[src/rtl/spid_pkg.sv]
package spid_pkg;

    // field and datapath widths
    localparam int TICK_BITS      = 16;
    localparam int GAIN_FRAC_BITS = 8;
    localparam int DUTY_FRAC      = 16;
    localparam int DUTY_SCALE     = 1000;
    localparam int SCALE_BITS     = 10;
    localparam int PROD_BITS      = TICK_BITS + SCALE_BITS;
    localparam int DUTY_W         = PROD_BITS + DUTY_FRAC;
    localparam int ROT_W          = 10;
    localparam int ANG_W          = 10;
    localparam int TGT_W          = 9;
    localparam int ERR_W          = 12;
    localparam int ESUM_W         = 7;
    localparam int GAIN_W         = 16;
    localparam int PULSE_W        = 11;
    localparam int ACC_W          = DUTY_W + ROT_W + 6;
    localparam int QBITS          = ANG_W + 2;
    localparam int MPROD_W        = ERR_W + GAIN_W;
    localparam int PID_W          = MPROD_W + 2;
    localparam int CNT_W          = $clog2(DUTY_W + 1);
    localparam int MAC_STEPS      = 4;

    // stream and register port widths
    localparam int IN_W      = ((2 * TICK_BITS + TGT_W + 7) / 8) * 8;
    localparam int OUT_W     = ((PULSE_W + ANG_W + ERR_W + 7) / 8) * 8;
    localparam int CFG_IDX_W = 3;
    localparam int CFG_W     = 16;

    // control law constants
    localparam int DRIVE_LIMIT   = 200;
    localparam int DEADBAND      = 40;
    localparam int SUM_LIMIT     = 30;
    localparam int MIRROR_ANGLE  = 180;
    localparam int PULSE_NEUTRAL = 1500;
    localparam int PULSE_MIN     = PULSE_NEUTRAL - DRIVE_LIMIT - DEADBAND;
    localparam int PULSE_MAX     = PULSE_NEUTRAL + DRIVE_LIMIT + DEADBAND;
    localparam int DUTY_ONE      = 1 << DUTY_FRAC;

    // register reset values
    localparam int ROT_RESET  = 360;
    localparam int TMIN_RESET = 32;
    localparam int TMAX_RESET = 1068;

    typedef enum logic [CFG_IDX_W-1:0] {
        CFG_MAX_ROT,
        CFG_MIN_HIGH,
        CFG_MAX_HIGH,
        CFG_GAIN_P,
        CFG_GAIN_I,
        CFG_GAIN_D
    } t_cfg_idx;

    typedef enum logic [1:0] {
        DS_MIN,
        DS_MAX,
        DS_HIGH
    } t_duty_sel;

    typedef enum logic [3:0] {
        S_IDLE,
        S_DUTY,
        S_DIFF,
        S_DEN,
        S_MUL,
        S_SIGN,
        S_NEGN,
        S_CHK,
        S_ADIV,
        S_ANG,
        S_ERR,
        S_MAC,
        S_FIN
    } t_state;

    // ticks * 1000 in fixed point with DUTY_FRAC fraction bits
    function automatic logic [DUTY_W-1:0] duty_num(input logic [TICK_BITS-1:0] ticks);
        logic [PROD_BITS-1:0] p;
        p = PROD_BITS'(ticks) * PROD_BITS'(DUTY_SCALE);
        return {p, {DUTY_FRAC{1'b0}}};
    endfunction

endpackage

[src/rtl/servo_position_pid.sv]
// channel   | dir | handshake                    | payload
// s_axis    | in  | s_axis_tvalid/s_axis_tready  | cycle_ticks, high_ticks, target_angle
// m_axis    | out | m_axis_tvalid/m_axis_tready  | pulse_width, measured_angle, position_error
// cfg       | in  | i_cfg_we (no wait)           | i_cfg_idx, i_cfg_data
//
// one request runs, from accept to result, three restoring divisions for the
// duties, a shift-add multiply, an angle division and a multiply-accumulate,
// all on one shared 58-bit adder
// a zero period or a turn below two steps skips to the control law
// synchronous active-low reset restores register defaults and clears the integral
// the result sits in an output register, so the next request is taken while it waits
module servo_position_pid
    import spid_pkg::*;
(
    input  logic                 i_clk,
    input  logic                 i_rst_n,
    input  logic                 s_axis_tvalid,
    output logic                 s_axis_tready,
    // [15:0] cycle_ticks, [31:16] high_ticks, [40:32] target_angle, rest zero
    input  logic [IN_W-1:0]      s_axis_tdata,
    output logic                 m_axis_tvalid,
    input  logic                 m_axis_tready,
    // [10:0] pulse_width, [20:11] measured_angle, [32:21] position_error, rest zero
    output logic [OUT_W-1:0]     m_axis_tdata,
    input  logic                 i_cfg_we,
    input  logic [CFG_IDX_W-1:0] i_cfg_idx,
    input  logic [CFG_W-1:0]     i_cfg_data
);

    localparam logic signed [ERR_W:0]     ES_HI   = (ERR_W+1)'(SUM_LIMIT);
    localparam logic signed [ERR_W:0]     ES_LO   = -(ERR_W+1)'(SUM_LIMIT);
    localparam logic signed [PID_W-1:0]   DRV_HI  = PID_W'(DRIVE_LIMIT);
    localparam logic signed [PID_W-1:0]   DRV_LO  = -PID_W'(DRIVE_LIMIT);
    localparam logic [PID_W-1:0]          FRAC_MASK = PID_W'((1 << GAIN_FRAC_BITS) - 1);
    localparam logic signed [PULSE_W-1:0] DRV_POS = PULSE_W'(DRIVE_LIMIT);
    localparam logic signed [PULSE_W-1:0] DRV_NEG = -PULSE_W'(DRIVE_LIMIT);
    localparam logic signed [PULSE_W-1:0] OFS_POS = PULSE_W'(DEADBAND);
    localparam logic signed [PULSE_W-1:0] OFS_NEG = -PULSE_W'(DEADBAND);

    t_state    r_state, n_state;
    t_duty_sel r_sel;
    logic [CNT_W-1:0] r_cnt;

    // configuration
    logic [ROT_W-1:0]         r_rot;
    logic [TICK_BITS-1:0]     r_tmin, r_tmax;
    logic signed [GAIN_W-1:0] r_gp, r_gi, r_gd;

    // controller state
    logic signed [ESUM_W-1:0] r_esum;
    logic signed [ERR_W-1:0]  r_last;

    // request and working registers
    logic [TICK_BITS-1:0]     r_cycle, r_high;
    logic [TGT_W-1:0]         r_tgt;
    logic [TICK_BITS-1:0]     r_rem;
    logic [DUTY_W-1:0]        r_quo, r_dmin, r_dmax, r_dc;
    logic signed [ACC_W-1:0]  r_acc, r_mcand, r_den;
    logic [ROT_W-1:0]         r_mplier;
    logic [QBITS-1:0]         r_q;
    logic [ANG_W-1:0]         r_angle;
    logic signed [ERR_W-1:0]  r_err, r_deriv;
    logic signed [MPROD_W-1:0] r_prod;
    logic signed [PID_W-1:0]  r_sum;

    // output register
    logic                     r_ovalid;
    logic [PULSE_W-1:0]       r_pulse;
    logic [ANG_W-1:0]         r_oangle;
    logic [ERR_W-1:0]         r_oerr;

    // shared adder and multiplier
    logic signed [ACC_W-1:0]   u_a, u_b, u_y;
    logic                      u_sub, u_take;
    logic signed [ERR_W-1:0]   mul_a;
    logic signed [GAIN_W-1:0]  mul_b;
    logic signed [MPROD_W-1:0] mul_y;

    logic                  in_acc, out_load;
    logic [TICK_BITS-1:0]  in_cycle, in_high;
    logic [TGT_W-1:0]      in_tgt;
    logic [ROT_W-1:0]      top;
    logic [DUTY_W-1:0]     quo_next;
    logic [QBITS-2:0]      q_lo;
    logic [ANG_W-1:0]      ang_calc;
    logic signed [ERR_W-1:0] err_n, deriv_n;
    logic signed [ERR_W:0]   es_add;
    logic signed [ESUM_W-1:0] esum_n;
    logic signed [PID_W-1:0]  drv_sh, drv_t;
    logic                     drv_rnd;
    logic signed [PULSE_W-1:0] drive, offset;
    logic [PULSE_W-1:0]        pulse_n;

    assign in_cycle = s_axis_tdata[TICK_BITS-1:0];
    assign in_high  = s_axis_tdata[2*TICK_BITS-1:TICK_BITS];
    assign in_tgt   = s_axis_tdata[2*TICK_BITS+TGT_W-1:2*TICK_BITS];
    assign in_acc   = s_axis_tvalid && s_axis_tready;
    assign out_load = (r_state == S_FIN) && (!r_ovalid || m_axis_tready);
    assign top      = r_rot - 1'b1;

    // shared adder and sign test
    assign u_y    = u_sub ? (u_a - u_b) : (u_a + u_b);
    assign u_take = !u_y[ACC_W-1];
    assign mul_y  = mul_a * mul_b;

    assign quo_next = {r_quo[DUTY_W-2:0], u_take};

    // angle from the ceiling quotient, clamped at zero
    assign q_lo = r_q[QBITS-2:0];
    always_comb begin
        if (r_q[QBITS-1] || (q_lo >= (QBITS-1)'(top))) begin
            ang_calc = '0;
        end else begin
            ang_calc = top - q_lo[ANG_W-1:0] - 1'b1;
        end
    end

    // error, derivative and clamped integral, cleared when the error is zero
    assign err_n   = ERR_W'(MIRROR_ANGLE) - ERR_W'(r_tgt) - ERR_W'(r_angle);
    assign deriv_n = err_n - r_last;
    assign es_add  = (ERR_W+1)'(r_esum) + (ERR_W+1)'(err_n);
    always_comb begin
        if (err_n == '0) begin
            esum_n = '0;
        end else if (es_add > ES_HI) begin
            esum_n = ESUM_W'(ES_HI);
        end else if (es_add < ES_LO) begin
            esum_n = ESUM_W'(ES_LO);
        end else begin
            esum_n = ESUM_W'(es_add);
        end
    end

    // drive: truncate toward zero, clamp, add deadband offset
    assign drv_sh  = r_sum >>> GAIN_FRAC_BITS;
    assign drv_rnd = r_sum[PID_W-1] && ((r_sum & FRAC_MASK) != '0);
    assign drv_t   = drv_sh + PID_W'(drv_rnd);
    always_comb begin
        if (drv_t > DRV_HI) begin
            drive = DRV_POS;
        end else if (drv_t < DRV_LO) begin
            drive = DRV_NEG;
        end else begin
            drive = PULSE_W'(drv_t);
        end
        if (drive == '0) begin
            offset = '0;
        end else if (drive[PULSE_W-1]) begin
            offset = OFS_NEG;
        end else begin
            offset = OFS_POS;
        end
    end
    assign pulse_n = PULSE_W'(PULSE_NEUTRAL) + drive + offset;

    // next state
    always_comb begin
        n_state = r_state;
        case (r_state)
            S_IDLE: begin
                if (in_acc) begin
                    n_state = (in_cycle == '0 || r_rot < ROT_W'(2)) ? S_ERR : S_DUTY;
                end
            end
            S_DUTY: begin
                if (r_cnt == CNT_W'(DUTY_W - 1) && r_sel == DS_HIGH) begin
                    n_state = S_DIFF;
                end
            end
            S_DIFF: n_state = S_DEN;
            S_DEN:  n_state = S_MUL;
            S_MUL: begin
                if (r_cnt == CNT_W'(ROT_W - 1)) begin
                    n_state = S_SIGN;
                end
            end
            S_SIGN: begin
                if (r_den == '0) begin
                    n_state = S_ERR;
                end else if (r_den[ACC_W-1]) begin
                    n_state = S_NEGN;
                end else begin
                    n_state = S_CHK;
                end
            end
            S_NEGN: n_state = S_CHK;
            S_CHK: begin
                n_state = (r_acc[ACC_W-1] || r_acc == '0) ? S_ERR : S_ADIV;
            end
            S_ADIV: begin
                if (r_cnt == CNT_W'(QBITS - 1)) begin
                    n_state = S_ANG;
                end
            end
            S_ANG: n_state = S_ERR;
            S_ERR: n_state = S_MAC;
            S_MAC: begin
                if (r_cnt == CNT_W'(MAC_STEPS - 1)) begin
                    n_state = S_FIN;
                end
            end
            S_FIN: begin
                if (out_load) begin
                    n_state = S_IDLE;
                end
            end
            default: n_state = S_IDLE;
        endcase
    end

    // outputs of the sequencer: handshake and operand selection
    always_comb begin
        s_axis_tready = 1'b0;
        u_a   = '0;
        u_b   = '0;
        u_sub = 1'b1;
        mul_a = '0;
        mul_b = '0;
        case (r_state)
            S_IDLE: s_axis_tready = 1'b1;
            S_DUTY: begin
                u_a = ACC_W'({r_rem, r_quo[DUTY_W-1]});
                u_b = ACC_W'(r_cycle);
            end
            S_DIFF: begin
                u_a = ACC_W'(r_dc);
                u_b = ACC_W'(r_dmin);
            end
            S_DEN: begin
                u_a = ACC_W'(r_dmax) + ACC_W'(DUTY_ONE);
                u_b = ACC_W'(r_dmin);
            end
            S_MUL: begin
                u_a   = r_acc;
                u_b   = r_mcand;
                u_sub = 1'b0;
            end
            S_SIGN: u_b = r_den;
            S_NEGN: u_b = r_acc;
            S_CHK: begin
                u_a = r_acc;
                u_b = ACC_W'(1);
            end
            S_ADIV: begin
                u_a = r_acc;
                u_b = r_den;
            end
            S_MAC: begin
                u_a   = ACC_W'(r_sum);
                u_b   = ACC_W'(r_prod);
                u_sub = 1'b0;
                case (r_cnt)
                    CNT_W'(0): begin
                        mul_a = r_err;
                        mul_b = r_gp;
                    end
                    CNT_W'(1): begin
                        mul_a = ERR_W'(r_esum);
                        mul_b = r_gi;
                    end
                    CNT_W'(2): begin
                        mul_a = r_deriv;
                        mul_b = r_gd;
                    end
                    default: begin
                        mul_a = '0;
                        mul_b = '0;
                    end
                endcase
            end
            default: ;
        endcase
    end

    // control, configuration and controller state
    always_ff @(posedge i_clk) begin
        if (!i_rst_n) begin
            r_state  <= S_IDLE;
            r_sel    <= DS_MIN;
            r_cnt    <= '0;
            r_rot    <= ROT_W'(ROT_RESET);
            r_tmin   <= TICK_BITS'(TMIN_RESET);
            r_tmax   <= TICK_BITS'(TMAX_RESET);
            r_gp     <= '0;
            r_gi     <= '0;
            r_gd     <= '0;
            r_esum   <= '0;
            r_last   <= '0;
            r_ovalid <= 1'b0;
        end else begin
            r_state <= n_state;

            // register writes
            if (i_cfg_we) begin
                case (t_cfg_idx'(i_cfg_idx))
                    CFG_MAX_ROT:  r_rot  <= i_cfg_data[ROT_W-1:0];
                    CFG_MIN_HIGH: r_tmin <= i_cfg_data[TICK_BITS-1:0];
                    CFG_MAX_HIGH: r_tmax <= i_cfg_data[TICK_BITS-1:0];
                    CFG_GAIN_P:   r_gp   <= i_cfg_data;
                    CFG_GAIN_I:   r_gi   <= i_cfg_data;
                    CFG_GAIN_D:   r_gd   <= i_cfg_data;
                    default: ;
                endcase
            end

            // step counter and duty select
            case (r_state)
                S_IDLE: begin
                    r_cnt <= '0;
                    r_sel <= DS_MIN;
                end
                S_DUTY: begin
                    if (r_cnt == CNT_W'(DUTY_W - 1)) begin
                        r_cnt <= '0;
                        r_sel <= (r_sel == DS_MIN) ? DS_MAX : DS_HIGH;
                    end else begin
                        r_cnt <= r_cnt + 1'b1;
                    end
                end
                S_MUL, S_ADIV, S_MAC: r_cnt <= r_cnt + 1'b1;
                default: r_cnt <= '0;
            endcase

            // integral and last error
            if (r_state == S_ERR) begin
                r_esum <= esum_n;
            end
            if (out_load) begin
                r_last <= r_err;
            end

            // output valid
            if (out_load) begin
                r_ovalid <= 1'b1;
            end else if (m_axis_tready) begin
                r_ovalid <= 1'b0;
            end
        end
    end

    // datapath registers
    always_ff @(posedge i_clk) begin
        case (r_state)
            S_IDLE: begin
                if (in_acc) begin
                    r_cycle <= in_cycle;
                    r_high  <= in_high;
                    r_tgt   <= in_tgt;
                    r_quo   <= duty_num(r_tmin);
                    r_rem   <= '0;
                    r_angle <= '0;
                end
            end
            // restoring division, one quotient bit a cycle
            S_DUTY: begin
                if (r_cnt == CNT_W'(DUTY_W - 1)) begin
                    case (r_sel)
                        DS_MIN:  r_dmin <= quo_next;
                        DS_MAX:  r_dmax <= quo_next;
                        default: r_dc   <= quo_next;
                    endcase
                    r_rem <= '0;
                    r_quo <= duty_num((r_sel == DS_MIN) ? r_tmax : r_high);
                end else begin
                    r_rem <= u_take ? u_y[TICK_BITS-1:0]
                                    : {r_rem[TICK_BITS-2:0], r_quo[DUTY_W-1]};
                    r_quo <= quo_next;
                end
            end
            S_DIFF: begin
                r_mcand  <= u_y;
                r_acc    <= '0;
                r_mplier <= r_rot;
            end
            S_DEN: r_den <= u_y;
            // shift-add multiply by the turn size
            S_MUL: begin
                if (r_mplier[0]) begin
                    r_acc <= u_y;
                end
                r_mcand  <= r_mcand <<< 1;
                r_mplier <= r_mplier >> 1;
            end
            // degenerate or negative denominator
            S_SIGN: begin
                if (r_den == '0) begin
                    r_angle <= r_acc[ACC_W-1] ? top : '0;
                end else if (r_den[ACC_W-1]) begin
                    r_den <= u_y;
                end
            end
            S_NEGN: r_acc <= u_y;
            S_CHK: begin
                if (r_acc[ACC_W-1] || r_acc == '0) begin
                    r_angle <= top;
                end else begin
                    r_acc <= u_y;
                    r_den <= r_den <<< (QBITS - 1);
                    r_q   <= '0;
                end
            end
            // bounded quotient of (n - 1) / d
            S_ADIV: begin
                if (u_take) begin
                    r_acc <= u_y;
                end
                r_q   <= {r_q[QBITS-2:0], u_take};
                r_den <= r_den >>> 1;
            end
            S_ANG: r_angle <= ang_calc;
            S_ERR: begin
                r_err   <= err_n;
                r_deriv <= deriv_n;
                r_sum   <= '0;
            end
            // products registered, then accumulated
            S_MAC: begin
                if (r_cnt != CNT_W'(MAC_STEPS - 1)) begin
                    r_prod <= mul_y;
                end
                if (r_cnt != '0) begin
                    r_sum <= u_y[PID_W-1:0];
                end
            end
            S_FIN: begin
                if (out_load) begin
                    r_pulse  <= pulse_n;
                    r_oangle <= r_angle;
                    r_oerr   <= r_err;
                end
            end
            default: ;
        endcase
    end

    assign m_axis_tvalid = r_ovalid;
    assign m_axis_tdata  = OUT_W'({r_oerr, r_oangle, r_pulse});

    // integral never leaves its clamp
    a_esum_range: assert property (@(posedge i_clk) disable iff (!i_rst_n)
        (r_esum <= ESUM_W'(SUM_LIMIT)) && (r_esum >= -ESUM_W'(SUM_LIMIT)))
        else $error("integral out of range");

    // a delivered pulse stays within neutral plus drive and deadband
    a_pulse_range: assert property (@(posedge i_clk) disable iff (!i_rst_n)
        m_axis_tvalid |-> (r_pulse >= PULSE_W'(PULSE_MIN)) && (r_pulse <= PULSE_W'(PULSE_MAX)))
        else $error("pulse out of range");

    // measured angle below the turn size
    a_angle_range: assert property (@(posedge i_clk) disable iff (!i_rst_n)
        m_axis_tvalid |-> (r_oangle < r_rot) || (r_oangle == '0))
        else $error("angle out of range");

    // a request is taken one at a time
    a_one_busy: assert property (@(posedge i_clk) disable iff (!i_rst_n)
        (s_axis_tvalid && s_axis_tready) |=> !s_axis_tready)
        else $error("request accepted while busy");

    // reset empties the output register
    a_rst_out: assert property (@(posedge i_clk)
        !i_rst_n |=> !m_axis_tvalid)
        else $error("result valid after reset");

endmodule
[config.mk]
export PLATFORM = sky130hd
export DESIGN_NAME = servo_position_pid
export DESIGN_NICKNAME = d
export VERILOG_FILES = /design/src/rtl/spid_pkg.sv /design/src/rtl/servo_position_pid.sv
export SDC_FILE = /design/constraint.sdc
export NUM_CORES = 2
export LEC_CHECK = 0
export BUFFER_PORTS_ARGS = -buffer_cell sky130_fd_sc_hd__buf_2
export CORE_UTILIZATION = 58
export DETAILED_ROUTE_END_ITERATION = 8
export PLACE_DENSITY = 0.81
export SLEW_MARGIN = 0
export SYNTH_ARGS = -nofsm -noshare
export SYNTH_HDL_FRONTEND = slang
export SYNTH_SLANG_ARGS = --single-unit
[constraint.sdc]
create_clock -name i_clk -period 7.63 [get_ports i_clk]
set_input_delay 0 -clock i_clk [delete_from_list [all_inputs] [get_ports i_clk]]
set_output_delay 0 -clock i_clk [all_outputs]
set_load 0.01 [all_outputs]
* After elaboration in Yosys (flattened, before gate mapping)
Index checks and enable logic that the tools add are counted.
** Storage, ports and cells
- Output and inout port bits :: 42
- Bits of input ports :: 72
- Register bits after elaboration :: 668
- Logic and storage cells :: 218
** Cells by class
- Multipliers :: 3
- Reduce and logical (&&, ||, !) cells :: 57
- Add/subtract/negate cells :: 14
- Eq/ne operators :: 41
- Bitwise logic cells :: 2
- $lt $le $gt $ge :: 6
- Muxes and demuxes :: 61
** Operator list (number)
- 58-bit one-hot mux with 5 select lines :: 2
- 58-bit two-way mux :: 7
- 58-bit one-hot mux with 7 select lines :: 1
- 58-bit one-hot mux with 4 select lines :: 1
- 58-bit zero test :: 2
- 58-bit one-hot mux with 2 select lines :: 1
- 42-bit two-way mux :: 2
- 42-bit one-hot mux with 2 select lines :: 1
- 16-bit two-way mux :: 5
- 30-bit one-hot mux with 2 select lines :: 1
- 58-bit adder :: 1
- 58-bit subtractor :: 1
- 4-bit one-hot mux with 13 select lines :: 1
- 10-bit two-way mux :: 5
- 16-bit one-hot mux with 3 select lines :: 1
- 16-bit by 7-bit multiplier with 23-bit output (second input constant) :: 2
- 11-bit two-way mux :: 4
- 42-bit by 17-bit adder with 43-bit output (second input constant) :: 1
- 10-bit one-hot mux with 4 select lines :: 1
- 12-bit one-hot mux with 3 select lines :: 1
- 4-bit two-way mux :: 8
- 16-bit one-hot mux with 2 select lines :: 1
- 30-bit two-way mux :: 1
- 2-bit != test (second input constant) :: 15
- other kinds (63) :: 118

* Logic depth before layout (Yosys ltp)
- Depth in word-level cells :: 9
- Depth in mapped cells :: 30
- Gate-level depth less buffers :: 28

* Worst setup path before layout
Ideal clock, no wire load.
- Path kind :: flip-flop to flip-flop
- Start point :: reg r_state[1]
- End point :: reg r_acc[0], enable pin
- Period minus slack after synthesis :: 7398 ps
- Stages on the path, launching flop included :: 29
- Arrival time :: 6983 ps
- Slack :: 232 ps
- Library setup time :: 414 ps
- Data required time :: 7216 ps
- Path buffers :: 5
- Cell sequence :: dfxtp_1 > buf_2 > buf_4 > buf_2 > o21a_1 > o21ai_1 > a21oi_1 > a311oi_1 > ha_1 > inv_1 > or2_1 > nor4_1 > and3_1 > nand3b_1 > nor2_1 > a21oi_1 > xnor2_1 > ha_1 > clkbuf_1 > and4_1 > nand3_1 > nor4_1 > or3_1 > o31ai_1 > o21a_1 > a2111oi_4 > buf_2 > nor3_1 > a21o_1
** On the way
- Cells in the longest elaborated chain, start to end :: 7
- Elaborated cells between the ends (all ways) :: 23
- Those cells by class :: add/sub (2); eq/ne (12); mux (3); reduce/logical (6)
** Ends and longest elaborated chain
- start, declared :: line servo_position_pid.sv:40 : t_state r_state, n_state;
- start signal, assigned :: line servo_position_pid.sv:291 : r_state <= n_state;
- 4-bit equality test, or another cell as far along :: line servo_position_pid.sv:219, servo_position_pid.sv:343
- 3-bit OR reduction (no line) or 2-bit OR reduction (tied branches)
- 58-bit one-hot mux with 5 select lines or 58-bit one-hot mux with 7 select lines (tied branches) :: line servo_position_pid.sv:219 : case (r_state)
- 58-bit subtractor or 58-bit adder (tied branches) :: line servo_position_pid.sv:102 : assign u_y = u_sub ? (u_a - u_b) : (u_a + u_b);
- 58-bit two-way mux :: line servo_position_pid.sv:102
- 2-bit != test (no line)
- 4-bit AND reduction (no line) (*)
- end signal, assigned :: line servo_position_pid.sv:379 : r_acc <= u_y;
- end signal, assigned :: line servo_position_pid.sv:392 : S_NEGN: r_acc <= u_y;
- end signal, assigned :: line servo_position_pid.sv:397 : r_acc <= u_y;
- end, declared :: line servo_position_pid.sv:58 : logic signed [ACC_W-1:0] r_acc, r_mcand, r_den;
Every way passes the cells marked *; elsewhere a longest branch is shown, timed or not.
A chain may end at the register's enable or synchronous reset.

* Final worst setup path
- Start point :: reg r_state[3]
- End point :: reg r_prod[25] (data pin)
** On the way
- Cells in the longest elaborated chain, start to end :: 3
- Elaborated cells between the ends (all ways) :: 4
- Those cells by class :: mul (1); eq/ne (1); mux (2)
** Ends and longest elaborated chain
- 4-bit equality test (*) :: line servo_position_pid.sv:219
- 12-bit two-way mux or 16-bit two-way mux (tied branches) :: line servo_position_pid.sv:219
- 12-bit by 16-bit multiplier with 28-bit output (*) :: line servo_position_pid.sv:104 : assign mul_y = mul_a * mul_b;
- named net mul_y[25] :: line servo_position_pid.sv:77 : logic signed [MPROD_W-1:0] mul_y;
- end signal, assigned :: line servo_position_pid.sv:419 : r_prod <= mul_y;
- end, declared :: line servo_position_pid.sv:63 : logic signed [MPROD_W-1:0] r_prod;
Mark *: on every way through the listed nets, which the timed path passes. The rest lies on a longest branch.

==> impl_metrics.tcl <==
set metrics [dict create \
    dpl.hpwl_um 121000 \
    place.port_buffers 99 \
    grtUsageMet2_pct 58.21 \
    regToRegEndpoint "r_prod[25]$_DFFE_PP_" \
    grtUsageMet1_pct 49.26 \
    finalWeightedCongestion 1.070 \
    ctsHtreeMaxLevel 3 \
    cts_max_path_buffers 3 \
    worstPathRequired_ns 8.03 \
    pin_count 114 \
    setup.reg_to_reg.worst_slack_ns 0.36 \
    fp.dieW_um 292.2 \
    yosys-top-cells-area "sky130_fd_sc_hd__edfxtp_1, sky130_fd_sc_hd__fa_1, sky130_fd_sc_hd__ha_1" \
    regToRegStartpoint "r_state[3]$_SDFFE_PN0P_" \
    synth_top_cells_by_count "sky130_fd_sc_hd__nand2_1, sky130_fd_sc_hd__edfxtp_1, sky130_fd_sc_hd__inv_1" \
    routed_wl_um 162100 \
    synthesis.area_per_instance_um2 9.798 \
    post_synth_instance_area_um2 48840 \
    synth_top_area_share_pct 33.57 \
    setup_tns_ns 0 \
    cts_tree "yes" \
    grt_busiest_layer "met2" \
    report.final.slew_viol_count 0 \
    min_path_type "in2reg" \
    tightest_slew_ns 1.229 \
    first_global_vias 40270 \
    vias_per_cell 6.466 \
    grtUsageTotal_pct 37.74 \
    static-leakage-power_nw 22.34 \
    r2r_cells 26 \
    core_area_um2 83560 \
    layout.cell_area.non_filler_um2 54680 \
    die_h_um 292.2 \
    die_area_um2 85370 \
    asyncSetResetFlopFracSynth_pct 0 \
    clock-sinks 668 \
    layout_worst_path_cycle_share_pct 95.31 \
    maximum_clock_rate_mhz 137.5 \
    stage_delay_of_the_slowest_cell_on_the_critical_path_ns 0.57 \
    most_frequent_cell_on_the_critical_path "sky130_fd_sc_hd__inv_1" \
    worst_ep_arrival_time_ns 7.67 \
    timing.final.setup_violations 0 \
    grt_util_met3_pct 8.692 \
    drtAntennaViolNets 0 \
    number_of_warning_messages_in_the_yosys_log 0 \
    number_of_enable_flip_flop_cells_after_synthesis 546 \
    setup.worst_path.end_class "register" \
    worst_skew_pair.late_latency_ns 0.67 \
    clock_tree.root_cell "sky130_fd_sc_hd__clkbuf_16" \
    holdPathStages 3 \
    design.final.nets 5866 \
    path_class "reg2reg" \
    synth.distinct_cells 88 \
    yosys.cell_count.top_type "sky130_fd_sc_hd__nand2_1" \
    ir_worst_vdd_mv 0.2530 \
    cts-buffers-inserted 74 \
    setup.worst_path.start "r_state[3]$_SDFFE_PN0P_" \
    filler_cell_count 6542 \
    layout_min_cycle_time_ns 7.272 \
    drtIter0Drc 5204 \
    initial_standard_cell_utilization_of_the_core_pct 58.45 \
    crit_path_start_kind "register" \
    fin_worst_skew_ns 0.03864 \
    critical_path.top_delay_family "adder cells" \
    wl_per_cell_um 25.54 \
    postPlaceCellArea_um2 51460 \
    worst_hold_path.endpoint "r_rem[2]$_SDFFCE_PP0P_" \
    timing_hold_violations_final 0 \
    synth.yosys.seq_area_share_pct 38.57 \
    syn-instance-count 4985 \
    globalRouteOverflowTotal 0 \
    rsz0062_at_grt "no" \
    final_layout_size_suffix_gt1_share_pct 9.745 \
    initial_antenna_violation_count 6 \
    postSynth.topFlopCell "sky130_fd_sc_hd__edfxtp_1" \
    worstPathMaxFanout 19 \
    synth_largest_area_cell "sky130_fd_sc_hd__edfxtp_1" \
    rows 106 \
    path_buf_inv 10 \
    synth-seq-cells 668 \
    clk_pin_slew_worst_paths_ns 0.06 \
    multi_input_comb_area_um2 27740 \
    total_power_mw 13.52 \
    power_density_nw_per_um2 247.3 \
    drcViolationCount 0 \
    via_count 41040 \
    seqCellArea_um2 18850 \
    grt_pass1_wl_um 243600 \
    cpMaxStageDelayCell "sky130_fd_sc_hd__fa_1" \
    hold_slack_ns 0.04010 \
    result_of_the_run "finished, final reports clean" \
    timing.max_slew.rel_slack_pct 17.90 \
    grt_start_max_net_pins 113 \
    drt_pre_antenna_iters 8 \
    syn2layout_area_growth_pct 11.95 \
    holdCritStartpoint "s_axis_tvalid" \
    max_cap_violations 0 \
]
[worst max-delay path by stage]
stage | cells after the start | slack, ns | to
6_report | 26 | 0.36 | r_prod[25]$_DFFE_PP_
3_5_place_dp | 25 | -0.06 | r_den[57]$_DFFE_PP_
3_3_place_gp | 25 | 0.09 | r_den[57]$_DFFE_PP_
2_1_floorplan | 28 | 0.23 | r_acc[0]$_DFFE_PP_
5_1_grt | 27 | 0.01 | r_acc[35]$_DFFE_PP_
4_1_cts | 26 | 0.25 | r_prod[25]$_DFFE_PP_
[state kept, by name, summed over array words and instances, names as in the netlist, 28 cells and up]
| register | count |
|---|---|
| r_acc | 58 |
| r_den | 58 |
| r_mcand | 58 |
| r_dc | 42 |
| r_dmax | 42 |
| r_dmin | 42 |
| r_quo | 42 |
| r_sum | 30 |
| r_prod | 28 |
[final cells by class]
class	instances	share of cell area (%)
clock buffers	86	3.545
well taps	1080	2.471
flip-flops and latches	668	34.47
multi-input cells	3689	50.74
diodes	2	0.009154
repair buffers	361	4.833
inverters	410	2.815
clock inverters	50	1.124
[power breakdown]
group,total [mW],switching [mW],internal (mW)
Combinational,4.86,3.12,1.74
Clock,3.80,1.58,2.22
Sequential,4.87,0.321,4.55
Total,13.5,5.02,8.50
[metrics by stage]
step / std cells / setup WS [ns] / utilization, %
CTS: 6344 / 0.2476 / 65.40
finish: 6346 / 0.3581 / 65.44
floorplan: 4991 / 0.2324 / -
global placement: 6146 / 0.09221 / 61.59
global route: 6344 / 0.01217 / 65.43
detailed placement: 6146 / -0.05699 / 61.59
[cell usage in the layout (no fill, tap or decap), drive strengths merged, types with 98 or more instances in the layout]
| master | Yosys | final |
|---|---|---|
| dfxtp | 122 | 122 |
| inv | 410 | 414 |
| buf | 42 | 299 |
| xor2 | 104 | 104 |
| a22oi | 136 | 136 |
| fa | 293 | 293 |
| nand3 | 98 | 98 |
| xnor2 | 158 | 158 |
| o21ai | 275 | 275 |
| a21boi | 110 | 110 |
| nand2 | 714 | 714 |
| a21oi | 219 | 219 |
| edfxtp | 546 | 546 |
| nor2 | 364 | 364 |
| ha | 297 | 297 |
[tightest hold or removal path, stage by stage]
cell,delay [ns]
sky130_fd_sc_hd__buf_2,0.10
sky130_fd_sc_hd__and3_2,0.18
sky130_fd_sc_hd__or2_2,0.24
[cell families (layout without fill, tap and decap cells)]
group                    Yosys count  after routing  synth area share (%)
AND/OR/NAND/NOR                 1628           1628                 15.23
AO/OA/AOI/OAI                   1132           1132                 15.37
flip-flops                       668            668                 38.57
buffers and inverters            634            907                 4.985
adder cells (fa/ha/maj)          590            590                 19.62
XOR/XNOR                         262            262                 4.698
multiplexers                      70             70                 1.517
other                              1              9              0.007678
[timing repair]
action / in CTS / in global routing
hold buffers: 62 / 0
setup buffers: 0 / 0
gates resized for setup: 1 / 6
endpoints found under the setup margin: 4 / 85
pin swaps: 0 / 0
endpoints found under the hold margin: 132 / 0
[metal layers]
layer  share of wire [%]  vias up
li1                    -    18060
met1                  38    19740
met2                  44     2686
met3                  12      550
met4                 6.6        6
met5               0.027        -
Note: power is estimated with default switching activity, not from simulation.
